[config.mk]
export PLATFORM = sky130hd
export DESIGN_NAME = wavetable_note_player_with_envelope_core
export DESIGN_NICKNAME = d
export VERILOG_FILES = /design/src/rtl/wtnp_pkg.sv /design/src/rtl/wtnp_ctrl.sv /design/src/rtl/wtnp_dp.sv /design/src/rtl/wavetable_note_player_with_envelope_core.sv
export VERILOG_INCLUDE_DIRS = /design/src /design/src/rtl
export SDC_FILE = /design/constraint.sdc
export NUM_CORES = 1
export LEC_CHECK = 0
export BUFFER_PORTS_ARGS = -buffer_cell sky130_fd_sc_hd__buf_2
export CAP_MARGIN = 0
export CORE_UTILIZATION = 62
export CTS_BUF_LIST = sky130_fd_sc_hd__clkbuf_16
export DETAILED_ROUTE_END_ITERATION = 8
export PLACE_DENSITY = 0.85
export SLEW_MARGIN = 30
export SYNTH_ARGS = -nofsm -noshare
export SYNTH_HDL_FRONTEND = slang
export SYNTH_SLANG_ARGS = --single-unit
[constraint.sdc]
create_clock -name clk -period 5.85 [get_ports clk]
set_input_delay 0.2925 -clock clk [delete_from_list [all_inputs] [get_ports clk]]
set_output_delay 0.2925 -clock clk [all_outputs]
set_load 0.01 [all_outputs]
[src/rtl/wavetable_note_player_with_envelope_core_defines.svh]
// Assertion macros shared by the wavetable note player modules.
`ifndef WAVETABLE_NOTE_PLAYER_WITH_ENVELOPE_CORE_DEFINES_SVH
`define WAVETABLE_NOTE_PLAYER_WITH_ENVELOPE_CORE_DEFINES_SVH

`define WTNP_ASSERT_IMPL(label, cond, conseq, msg) \
  label: assert property (@(posedge clk) disable iff (rst) (cond) |-> (conseq)) else $error(msg);

`define WTNP_ASSERT_NEXT(label, cond, conseq, msg) \
  label: assert property (@(posedge clk) disable iff (rst) (cond) |=> (conseq)) else $error(msg);

`endif

[src/rtl/wtnp_pkg.sv]
// Types, codes and constant tables of the wavetable note player.
package wtnp_pkg;

  localparam int unsigned SONG_NOTES   = 112;
  localparam int unsigned RHYTHM_STEPS = 14;
  localparam int unsigned WAVE_POINTS  = 32;
  localparam int unsigned NOTE_W       = $clog2(SONG_NOTES);
  localparam int unsigned DUR_W        = $clog2(RHYTHM_STEPS);
  localparam int unsigned WAVE_W       = $clog2(WAVE_POINTS);

  localparam int unsigned DIV_W        = 32;
  localparam int unsigned DIV_CNT_W    = $clog2(DIV_W);
  localparam logic [DIV_CNT_W-1:0] DIV_LAST = DIV_CNT_W'(DIV_W - 1);

  localparam logic [5:0]  MIDPOINT_VAL = 6'd32;

  localparam logic [19:0] IDLE_PERIOD_RESET = 20'd800000;
  localparam logic [26:0] INITIAL_WAIT_RESET = 27'h1000000;
  localparam logic [9:0]  ATTACK_STEP_RESET = 10'd32;
  localparam logic [9:0]  DECAY_STEP_RESET  = 10'd500;
  localparam logic [4:0]  ENV_PEAK_RESET    = 5'd24;

  localparam logic [1:0] KIND_TICK  = 2'd0;
  localparam logic [1:0] KIND_START = 2'd1;
  localparam logic [1:0] KIND_STOP  = 2'd2;
  localparam logic [1:0] SONG_THEME = 2'd1;

  localparam logic [2:0] REG_IDLE_PERIOD  = 3'd0;
  localparam logic [2:0] REG_INITIAL_WAIT = 3'd1;
  localparam logic [2:0] REG_ATTACK_STEP  = 3'd2;
  localparam logic [2:0] REG_DECAY_STEP   = 3'd3;
  localparam logic [2:0] REG_ENV_PEAK     = 3'd4;

  localparam logic [26:0] BEAT_TICKS = 27'h434A900;
  localparam logic [26:0] DUR_HALF   = BEAT_TICKS >> 1;
  localparam logic [26:0] DUR_QTR    = BEAT_TICKS >> 2;

  localparam logic [13:0] PA   = 14'd5682;
  localparam logic [13:0] PB   = 14'd5062;
  localparam logic [13:0] PCS  = 14'd4510;
  localparam logic [13:0] PD   = 14'd4257;
  localparam logic [13:0] PE   = 14'd3792;
  localparam logic [13:0] PFS  = 14'd3378;
  localparam logic [13:0] PG   = 14'd3189;
  localparam logic [13:0] PAH  = 14'd2841;
  localparam logic [13:0] PFSL = 14'd6757;
  localparam logic [13:0] PGL  = 14'd6378;
  localparam logic [13:0] PEL  = 14'd7584;
  localparam logic [13:0] PDL  = 14'd8513;

  localparam logic [13:0] NOTE_PERIOD_ROM [0:SONG_NOTES-1] = '{
    PAH, PFS, PG, PAH, PFS, PG, PAH, PA, PB, PCS, PD, PE, PFS, PG,
    PFS, PD, PE, PFS, PFSL, PGL, PA, PB, PA, PGL, PA, PFSL, PGL, PA,
    PGL, PB, PA, PGL, PFSL, PEL, PFSL, PEL, PDL, PEL, PFSL, PGL, PA, PB,
    PGL, PB, PA, PB, PCS, PD, PA, PB, PCS, PD, PE, PFS, PG, PAH,
    PFS, PD, PE, PFS, PE, PD, PE, PA, PB, PE, PFS, PE, PD, PCS,
    PD, PB, PCS, PD, PDL, PEL, PFSL, PGL, PFSL, PEL, PFSL, PD, PCS, PD,
    PB, PD, PCS, PB, PA, PGL, PA, PGL, PFSL, PGL, PA, PB, PCS, PD,
    PB, PD, PCS, PD, PCS, PB, PCS, PD, PE, PD, PCS, PD, PB, PCS};

  localparam logic [26:0] DURATION_ROM [0:RHYTHM_STEPS-1] = '{
    DUR_HALF, DUR_QTR, DUR_QTR, DUR_HALF, DUR_QTR, DUR_QTR, DUR_QTR,
    DUR_QTR, DUR_QTR, DUR_QTR, DUR_QTR, DUR_QTR, DUR_QTR, DUR_QTR};

  localparam logic [5:0] WAVE_ROM [0:WAVE_POINTS-1] = '{
    6'd32, 6'd33, 6'd35, 6'd36, 6'd37, 6'd38, 6'd38, 6'd39,
    6'd39, 6'd39, 6'd38, 6'd38, 6'd37, 6'd36, 6'd35, 6'd33,
    6'd32, 6'd31, 6'd29, 6'd28, 6'd27, 6'd26, 6'd26, 6'd25,
    6'd25, 6'd25, 6'd26, 6'd26, 6'd27, 6'd28, 6'd29, 6'd31};

  typedef enum logic [1:0] {
    ST_IDLE,
    ST_DIV,
    ST_FINISH
  } ctrl_state_t;

  typedef struct packed {
    logic take_event;
    logic tick_now;
    logic div_start;
    logic div_step;
    logic tick_sample;
  } ctrl_cmd_t;

  typedef struct packed {
    logic item_tick;
    logic item_event;
    logic sample_due;
    logic div_last;
    logic out_free;
  } ctrl_stat_t;

endpackage

[src/rtl/wtnp_ctrl.sv]
// Controller state machine that sequences ticks, events and the envelope divider.
`include "wavetable_note_player_with_envelope_core_defines.svh"

module wtnp_ctrl (
  input  logic                clk,
  input  logic                rst,
  input  logic                in_valid,
  output logic                in_ready,
  input  wtnp_pkg::ctrl_stat_t stat,
  output wtnp_pkg::ctrl_cmd_t  cmd
);

  wtnp_pkg::ctrl_state_t state, state_next;

  always_ff @(posedge clk) begin
    if (rst) begin
      state <= wtnp_pkg::ST_IDLE;
    end else begin
      state <= state_next;
    end
  end

  always_comb begin
    state_next = state;
    case (state)
      wtnp_pkg::ST_IDLE: begin
        if (in_valid && stat.item_tick && stat.sample_due) begin
          state_next = wtnp_pkg::ST_DIV;
        end
      end
      wtnp_pkg::ST_DIV: begin
        if (stat.div_last) begin
          state_next = wtnp_pkg::ST_FINISH;
        end
      end
      wtnp_pkg::ST_FINISH: begin
        if (stat.out_free) begin
          state_next = wtnp_pkg::ST_IDLE;
        end
      end
      default: state_next = wtnp_pkg::ST_IDLE;
    endcase
  end

  always_comb begin
    in_ready = 1'b0;
    cmd      = '0;
    case (state)
      wtnp_pkg::ST_IDLE: begin
        in_ready       = 1'b1;
        cmd.take_event = in_valid && stat.item_event;
        cmd.tick_now   = in_valid && stat.item_tick && !stat.sample_due;
        cmd.div_start  = in_valid && stat.item_tick && stat.sample_due;
      end
      wtnp_pkg::ST_DIV: begin
        cmd.div_step = 1'b1;
      end
      wtnp_pkg::ST_FINISH: begin
        cmd.tick_sample = stat.out_free;
      end
      default: begin
        in_ready = 1'b0;
      end
    endcase
  end

  `WTNP_ASSERT_NEXT(a_div_follows_start, cmd.div_start, state == wtnp_pkg::ST_DIV, "divider did not start")
  `WTNP_ASSERT_NEXT(a_finish_holds, (state == wtnp_pkg::ST_FINISH) && !stat.out_free, state == wtnp_pkg::ST_FINISH, "sample left before output slot was free")

endmodule

[src/rtl/wtnp_dp.sv]
// Datapath: configuration registers, countdowns, envelope divider and output register.
`include "wavetable_note_player_with_envelope_core_defines.svh"

module wtnp_dp (
  input  logic                clk,
  input  logic                rst,
  input  logic                psel,
  input  logic                penable,
  input  logic                pwrite,
  input  logic [4:0]          paddr,
  input  logic [31:0]         pwdata,
  output logic [31:0]         prdata,
  input  logic [1:0]          kind,
  input  logic [1:0]          song_select,
  output logic                out_valid,
  input  logic                out_ready,
  output logic [5:0]          out_sample,
  input  wtnp_pkg::ctrl_cmd_t  cmd,
  output wtnp_pkg::ctrl_stat_t stat
);

  logic [19:0] idle_sample_period;
  logic [26:0] initial_wait;
  logic [9:0]  attack_step;
  logic [9:0]  decay_step;
  logic [4:0]  envelope_peak;

  logic                        playing;
  logic                        in_decay;
  logic [19:0]                 sample_countdown;
  logic [19:0]                 sample_period;
  logic [26:0]                 note_countdown;
  logic [wtnp_pkg::NOTE_W-1:0] note_pointer;
  logic [wtnp_pkg::DUR_W-1:0]  duration_pointer;
  logic [wtnp_pkg::WAVE_W-1:0] wave_pointer;
  logic [15:0]                 attack_count;
  logic [31:0]                 decay_count;

  logic [wtnp_pkg::DIV_W-1:0]     div_num;
  logic [9:0]                     div_rem;
  logic [9:0]                     div_den;
  logic [wtnp_pkg::DIV_CNT_W-1:0] div_cnt;
  logic [10:0]                    rem_sh;
  logic                           rem_ge;
  logic [10:0]                    rem_next;
  logic [9:0]                     step_sel;

  logic              cfg_wr;
  logic              tick_any;
  logic              note_fire;
  logic [5:0]        wave_val;
  logic              above;
  logic              below;
  logic              att_ge;
  logic [4:0]        att_m;
  logic signed [9:0] v;
  logic signed [9:0] att_r;
  logic signed [9:0] up_raw;
  logic signed [9:0] dn_raw;
  logic signed [9:0] up_s8;
  logic signed [9:0] dn_s8;
  logic signed [9:0] dec_r;
  logic signed [9:0] env_r;
  logic [5:0]        shaped;

  assign cfg_wr    = psel && penable && pwrite;
  assign tick_any  = cmd.tick_now || cmd.tick_sample;
  assign note_fire = note_countdown <= 27'd1;

  assign stat.item_tick  = kind == wtnp_pkg::KIND_TICK;
  assign stat.item_event = (kind == wtnp_pkg::KIND_START) || (kind == wtnp_pkg::KIND_STOP);
  assign stat.sample_due = sample_countdown <= 20'd1;
  assign stat.div_last   = div_cnt == wtnp_pkg::DIV_LAST;
  assign stat.out_free   = !out_valid || out_ready;

  always_comb begin
    prdata = '0;
    case (paddr[4:2])
      wtnp_pkg::REG_IDLE_PERIOD:  prdata = {12'd0, idle_sample_period};
      wtnp_pkg::REG_INITIAL_WAIT: prdata = {5'd0, initial_wait};
      wtnp_pkg::REG_ATTACK_STEP:  prdata = {22'd0, attack_step};
      wtnp_pkg::REG_DECAY_STEP:   prdata = {22'd0, decay_step};
      wtnp_pkg::REG_ENV_PEAK:     prdata = {27'd0, envelope_peak};
      default:                    prdata = '0;
    endcase
  end

  assign step_sel = in_decay ? decay_step : attack_step;
  assign rem_sh   = {div_rem, div_num[wtnp_pkg::DIV_W-1]};
  assign rem_ge   = rem_sh >= {1'b0, div_den};
  assign rem_next = rem_ge ? (rem_sh - {1'b0, div_den}) : rem_sh;

  always_comb begin
    wave_val = wtnp_pkg::WAVE_ROM[wave_pointer];
    above    = wave_val > wtnp_pkg::MIDPOINT_VAL;
    below    = wave_val < wtnp_pkg::MIDPOINT_VAL;
    v        = signed'({4'd0, wave_val});
    att_ge   = div_num >= {27'd0, envelope_peak};
    att_m    = att_ge ? envelope_peak : div_num[4:0];
    if (above) begin
      att_r = v + signed'({5'd0, att_m});
    end else if (below) begin
      att_r = v - signed'({5'd0, att_m});
    end else begin
      att_r = v;
    end
    up_raw = v + signed'({5'd0, envelope_peak}) - signed'({2'd0, div_num[7:0]});
    dn_raw = v - signed'({5'd0, envelope_peak}) + signed'({2'd0, div_num[7:0]});
    up_s8  = signed'({{2{up_raw[7]}}, up_raw[7:0]});
    dn_s8  = signed'({{2{dn_raw[7]}}, dn_raw[7:0]});
    if (above) begin
      dec_r = (up_s8 < 10'sd32) ? 10'sd32 : up_s8;
    end else if (below) begin
      dec_r = (dn_s8 > 10'sd32) ? 10'sd32 : dn_s8;
    end else begin
      dec_r = v;
    end
    env_r = in_decay ? dec_r : att_r;
    if (env_r < 10'sd0) begin
      shaped = 6'd0;
    end else if (env_r > 10'sd63) begin
      shaped = 6'd63;
    end else begin
      shaped = env_r[5:0];
    end
  end

  always_ff @(posedge clk) begin
    if (cmd.div_start) begin
      div_num <= in_decay ? decay_count : {16'd0, attack_count};
      div_rem <= '0;
      div_den <= (step_sel == 10'd0) ? 10'd1 : step_sel;
    end else if (cmd.div_step) begin
      div_num <= {div_num[wtnp_pkg::DIV_W-2:0], rem_ge};
      div_rem <= rem_next[9:0];
    end
    if (cmd.tick_sample) begin
      out_sample <= shaped;
    end
  end

  always_ff @(posedge clk) begin
    if (rst) begin
      idle_sample_period <= wtnp_pkg::IDLE_PERIOD_RESET;
      initial_wait       <= wtnp_pkg::INITIAL_WAIT_RESET;
      attack_step        <= wtnp_pkg::ATTACK_STEP_RESET;
      decay_step         <= wtnp_pkg::DECAY_STEP_RESET;
      envelope_peak      <= wtnp_pkg::ENV_PEAK_RESET;
      playing            <= 1'b0;
      in_decay           <= 1'b0;
      sample_countdown   <= wtnp_pkg::IDLE_PERIOD_RESET;
      sample_period      <= wtnp_pkg::IDLE_PERIOD_RESET;
      note_countdown     <= '0;
      note_pointer       <= '0;
      duration_pointer   <= '0;
      wave_pointer       <= '0;
      attack_count       <= '0;
      decay_count        <= '0;
      div_cnt            <= '0;
      out_valid          <= 1'b0;
    end else begin
      if (out_valid && out_ready) begin
        out_valid <= 1'b0;
      end
      if (cmd.tick_sample) begin
        out_valid <= 1'b1;
      end

      if (cmd.div_start) begin
        div_cnt <= '0;
      end else if (cmd.div_step) begin
        div_cnt <= div_cnt + 1'b1;
      end

      if (cmd.take_event) begin
        if (kind == wtnp_pkg::KIND_START) begin
          if ((song_select == wtnp_pkg::SONG_THEME) && !playing) begin
            playing          <= 1'b1;
            note_pointer     <= '0;
            duration_pointer <= '0;
            note_countdown   <= initial_wait;
          end
        end else begin
          playing <= 1'b0;
        end
      end

      if (cmd.tick_now) begin
        sample_countdown <= sample_countdown - 20'd1;
      end

      if (cmd.tick_sample) begin
        wave_pointer     <= wave_pointer + 1'b1;
        sample_countdown <= sample_period;
        if (!in_decay) begin
          if (att_ge) begin
            in_decay     <= 1'b1;
            attack_count <= '0;
          end else begin
            attack_count <= attack_count + 16'd1;
          end
        end else begin
          decay_count <= decay_count + 32'd1;
        end
      end

      if (tick_any && playing) begin
        if (note_fire) begin
          note_countdown   <= wtnp_pkg::DURATION_ROM[duration_pointer];
          duration_pointer <= (duration_pointer == wtnp_pkg::DUR_W'(wtnp_pkg::RHYTHM_STEPS - 1))
                              ? '0 : duration_pointer + 1'b1;
          sample_period    <= {6'd0, wtnp_pkg::NOTE_PERIOD_ROM[note_pointer]};
          note_pointer     <= (note_pointer == wtnp_pkg::NOTE_W'(wtnp_pkg::SONG_NOTES - 1))
                              ? '0 : note_pointer + 1'b1;
          attack_count     <= '0;
          decay_count      <= '0;
          in_decay         <= 1'b0;
        end else begin
          note_countdown <= note_countdown - 27'd1;
        end
      end

      if (cfg_wr) begin
        case (paddr[4:2])
          wtnp_pkg::REG_IDLE_PERIOD: begin
            idle_sample_period <= pwdata[19:0];
            sample_period      <= pwdata[19:0];
            sample_countdown   <= pwdata[19:0];
          end
          wtnp_pkg::REG_INITIAL_WAIT: initial_wait  <= pwdata[26:0];
          wtnp_pkg::REG_ATTACK_STEP:  attack_step   <= pwdata[9:0];
          wtnp_pkg::REG_DECAY_STEP:   decay_step    <= pwdata[9:0];
          wtnp_pkg::REG_ENV_PEAK:     envelope_peak <= pwdata[4:0];
          default: begin
          end
        endcase
      end
    end
  end

  `WTNP_ASSERT_NEXT(a_wave_advance, cmd.tick_sample, wave_pointer == ($past(wave_pointer) + 1'b1), "wave pointer did not advance on a sample")
  `WTNP_ASSERT_NEXT(a_countdown_reload, cmd.tick_sample && !cfg_wr, sample_countdown == $past(sample_period), "sample countdown not reloaded from the old period")
  `WTNP_ASSERT_IMPL(a_stop_only_by_event, $fell(playing), $past(cmd.take_event), "song stopped without a stop transfer")

endmodule

[src/rtl/wavetable_note_player_with_envelope_core.sv]
// Top level of the wavetable note player with attack/decay envelope.
// Each input transfer is one time tick or a start/stop event. Events and ticks on which no
// sample falls are handled as the transfer is taken. A tick on which the sample countdown
// expires takes the transfer, then runs the 32 steps of the bit-serial divider that forms the
// envelope offset from the attack or decay counter, and then shapes the sample and updates
// all counters; that last step waits while the output register still holds an untaken
// sample. The input is held not ready from the first divider step through the shaping cycle.
module wavetable_note_player_with_envelope_core (
  input  logic        clk,
  input  logic        rst,
  input  logic        s_axis_tvalid,
  output logic        s_axis_tready,
  input  logic [7:0]  s_axis_tdata,   // [1:0] song_select, [7:2] zero
  input  logic [1:0]  s_axis_tuser,   // [1:0] kind
  output logic        m_axis_tvalid,
  input  logic        m_axis_tready,
  output logic [7:0]  m_axis_tdata,   // [5:0] sample, [7:6] zero
  input  logic        psel,
  input  logic        penable,
  input  logic        pwrite,
  input  logic [4:0]  paddr,
  input  logic [31:0] pwdata,
  output logic [31:0] prdata,
  output logic        pready
);

  wtnp_pkg::ctrl_cmd_t  cmd;
  wtnp_pkg::ctrl_stat_t stat;
  logic [5:0]           sample;

  assign pready       = 1'b1;
  assign m_axis_tdata = {2'd0, sample};

  wtnp_ctrl u_ctrl (
    .clk      (clk),
    .rst      (rst),
    .in_valid (s_axis_tvalid),
    .in_ready (s_axis_tready),
    .stat     (stat),
    .cmd      (cmd)
  );

  wtnp_dp u_dp (
    .clk         (clk),
    .rst         (rst),
    .psel        (psel),
    .penable     (penable),
    .pwrite      (pwrite),
    .paddr       (paddr),
    .pwdata      (pwdata),
    .prdata      (prdata),
    .kind        (s_axis_tuser),
    .song_select (s_axis_tdata[1:0]),
    .out_valid   (m_axis_tvalid),
    .out_ready   (m_axis_tready),
    .out_sample  (sample),
    .cmd         (cmd),
    .stat        (stat)
  );

endmodule
==> out/summary.txt <==
status = completed
Crit path depth = 23
maximum clock rate = 184 MHz
Port Buffers = 75
vias in the first global route = 15,700
WL per Instance = 19.4 um
total power = 3920 uW
Tmin final = 5.45 ns
Worst Skew = 0.0127 ns
final RePlAce weighted congestion = 0.969
cell count after synthesis = 2,168
TNS Setup = 0 ns
Via Count = 16,600
total core area = 0.0278 sq mm
CP Launch Type = register
crit path capture type = register
met1 Use GR = 43.5%
GRT met2 Usage = 57.7%
CP arrival = 5.81 ns
post-synth top area cell = dfxtp_1
relative slew slack = 31.6%
Async SR Flop Fraction = 0%
clk buf depth = 3
reg2reg setup slack = 0.40 ns
Final #Nets = 2,323
final setup fails = 0
CTS tree = built
total wire length = 49.8 mm
pre-CTS setup slack = 0.408 ns
DP HPWL = 34.2 mm
Die W = 170 um
TritonCTS buffer count = 27
CP most frequent cell = ha_1
Setup crit end = u_dp.out_sample[1]$_SDFFCE_PN0P_
hold crit path type = input pin to register
drt drc = 0
Final Hold Fails = 0
CTS sink count = 271
Tightest Pin Transition = 1.02 ns
antenna violations before repair = 0
Area Growth Syn to Fin = 8.50%
drt initial violations = 1,790
reg2reg path depth = 23
first-pass GRT wire length = 79.9 mm
dominant synthesized flop cell = dfxtp_1
root buffer cell = clkbuf_16
Crit Path Category = register to register
register area = 0.00591 sq mm
Yosys top cell area share = 25.4%
post-synthesis sequential area ratio = 33.6%
Final Worst Setup Slack = 0.402 ns
maximum VDD drop = 0.233 mV
Setup crit start = u_dp.wave_pointer[1]$_SDFFE_PP0P_
Non-Filler Instances = 2,570
Slowest-stage cell, CP = or4_1
Die Y = 170 um
layout cell share with drive strength beyond 1 = 9.26%
Initial DRT Pass Iterations = 6
worst reg2reg endpoint = u_dp.out_sample[1]$_SDFFCE_PN0P_
antenna-violating nets left = 0
Post-synth EDFFs = 48
CP required = 6.21 ns
clock slew at reported path FFs = 0.06 ns
final-layout fill cell count = 2,255
DR vias/cell = 6.48
yosys warns = 0
GR Overflow Total = 0
Yosys reg bits = 271
gr busiest metal = met2
cell family with most CP delay = compound AO/OA/AOI/OAI gates
ranking of synthesized cells by area = dfxtp_1, edfxtp_1, nand2_1
Crit Path Max Fanout = 9
Rows = 61
M3 GR Usage = 4.21%
Final period util = 93.1%
synthesized area per cell = 8.10 sq um
die footprint = 0.0290 sq mm
Setup Buffers After CTS = 0
Power Dens Cells = 206 mW/mm^2
largest net degree at the start of global routing = 83
RSZ-0062 raised after global routing = no
Inst Count DP = 2,513
max cap viols = 0
Mapped Area = 0.0176 sq mm
IO Count = 97
final core utilization = 68.6%
Synth cell types = 95
Total GRT Usage = 34.0%
max incr delay on CP = 0.53 ns
n_diodes = 0
H-tree depth = 1
Buf+Inv Stages, Crit Path = 3
Clock Latency Late Sink = 0.54 ns
worst r2r src = u_dp.wave_pointer[1]$_SDFFE_PP0P_
Max Transition Viols Final = 0
starting density of the core = 63.2%
worst-path cell chain = inv_1 -> ha_1 -> nand2_1 -> o2111ai_1 -> o311a_2 -> inv_1 -> ha_1 -> inv_1 -> a21oi_1 -> nor2_1 -> nor2_1 -> o21bai_1 -> a21oi_1 -> xnor2_1 -> ha_1 -> or4_1 -> o311ai_0 -> and3_1 -> ha_1 -> or2_2 -> a211oi_1 -> a211oi_1 -> o32ai_1
area of the multi-input gates = 0.0109 sq mm
Static Leak = 0.00736 uW
==> per-layer routing <==
| layer | vias to the layer above | wire (um) |
|---|---|---|
| li1 | 7799 | - |
| met1 | 7939 | 20200 |
| met2 | 754 | 23900 |
| met3 | 157 | 3620 |
| met4 | 0 | 2020 |
| met5 | - | 0 |
==> where the power goes <==
group	internal, uW	switching (uW)	total [uW]	leakage (uW)
combinational	110	178	288	0.00470
sequential	1910	22.0	1940	0.00223
clock	949	742	1690	0.000431
total	2970	942	3920	0.00736
==> state kept, by name (all words and copies together), names as in the netlist, 4 cells and up <==
register                 flops
u_dp.div_cnt                 5
u_dp.initial_wait           27
u_dp.attack_count           16
u_dp.decay_step             10
u_dp.duration_pointer        4
u_dp.note_countdown         27
u_dp.sample_countdown       20
u_dp.attack_step            10
u_dp.wave_pointer            5
u_dp.div_num                32
u_dp.div_den                10
u_dp.decay_count            32
u_dp.div_rem                10
u_dp.idle_sample_period     20
u_dp.note_pointer            7
u_dp.envelope_peak           5
u_dp.sample_period          20
u_dp.out_sample              6
==> Yosys cell counts, drive strengths merged, types with 9 or more instances <==
master,instances
buf,41
inv,65
o21ai,125
o31ai,11
nor4,23
a211oi,33
a31oi,17
or2,9
mux2i,82
nand2b,27
and4,10
xnor2,46
or4,12
ha,87
a21oi,157
xor2,60
o22ai,23
o211ai,30
nand2,303
and2,13
a311oi,21
dfxtp,223
nand4,27
and3,23
o21a,9
clkbuf,95
or3,13
nand3,75
nor2b,41
mux2,12
nor2,199
a21o,19
edfxtp,48
a221oi,10
nor3,58
==> through the flow <==
step | area (sq um) | hold WS (ns)
after CTS | 19000 | 0.000794
final | 19000 | 0.0154
after global placement | 18100 | 0.430
after detailed placement | 18100 | 0.443
after global routing | 19000 | 0.00134
after floorplan | 17600 | 0.417
==> cell type report <==
type | count | area share, %
flip-flops and latches | 271 | 31.0
clock buffers | 28 | 3.68
well taps | 378 | 2.48
clock inverters | 18 | 0.710
multi-input cells | 1699 | 57.3
inverters | 68 | 1.34
repair buffers | 108 | 3.49
==> worst min path at each step <==
| stage | from | to | slack, ns | depth (start not counted) |
|---|---|---|---|---|
| 2_1_floorplan | pwdata[24] | u_dp.initial_wait[24]$_SDFFE_PP1P_ | 0.42 | 2 |
| 3_3_place_gp | u_dp.idle_sample_period[18]$_SDFFE_PP1P_ | u_dp.idle_sample_period[18]$_SDFFE_PP1P_ | 0.43 | 2 |
| 3_5_place_dp | u_dp.sample_period[18]$_SDFF_PP1_ | u_dp.sample_period[18]$_SDFF_PP1_ | 0.44 | 2 |
| 4_1_cts | pwdata[19] | u_dp.initial_wait[19]$_SDFFE_PP0P_ | 0.0008 | 3 |
| 5_1_grt | pwdata[18] | u_dp.initial_wait[18]$_SDFFE_PP0P_ | 0.001 | 3 |
| 6_report | pwdata[19] | u_dp.initial_wait[19]$_SDFFE_PP0P_ | 0.02 | 3 |
==> timing repair <==
action                                  4_1_cts  5_1_grt
hold endpoints to repair                      9        0
hold buffers                                  9        0
endpoints found under the setup margin        0        1
gates resized for setup                       0        1
==> worst reg2reg max path: stages (launching register included) <==
cell	delay, ns
dfxtp_1	0.44
inv_1	0.17
ha_1	0.34
nand2_1	0.06
o2111ai_1	0.10
o311a_2	0.39
inv_1	0.20
ha_1	0.32
inv_1	0.05
a21oi_1	0.14
nor2_1	0.05
nor2_1	0.18
o21bai_1	0.09
a21oi_1	0.18
xnor2_1	0.09
ha_1	0.36
or4_1	0.53
o311ai_0	0.16
and3_1	0.25
ha_1	0.27
or2_2	0.33
a211oi_1	0.25
a211oi_1	0.11
o32ai_1	0.22
==> layout by cell type (no fill, tap or decap), types with 11 or more instances in the layout <==
cell type	Yosys	layout
nand2_1	303	303
dfxtp_1	223	220
nor2_1	195	193
a21oi_1	156	156
o21ai_0	117	117
ha_1	87	87
mux2i_1	81	81
buf_2	19	75
nand3_1	75	74
inv_1	64	68
xor2_1	60	60
nor3_1	57	56
edfxtp_1	48	48
xnor2_1	46	46
nor2b_1	41	40
a211oi_1	32	31
o211ai_1	29	29
clkbuf_16	0	28
nand2b_1	27	27
nand4_1	27	27
o22ai_1	23	23
and3_1	23	23
buf_4	10	23
a311oi_1	21	21
nor4_1	20	20
a21o_1	19	19
a31oi_1	17	17
or3_1	13	13
mux2_2	12	12
and2_1	12	12
o31ai_1	11	11
==> cell families (layout without fill, tap and decap cells) <==
family,after synthesis,count (layout),share of synthesized area (%)
muxes,100,100,6.29
adders and majority gates,94,94,7.00
xor gates and xnor gates,106,106,5.29
buffers and inverters,204,222,4.72
other,2,8,0.0428
AOI/OAI and AO/OA,533,533,19.7
and+or+nand+nor,858,858,23.3
DFF,271,271,33.6
No activity file was read; power rests on OpenSTA's default activity.
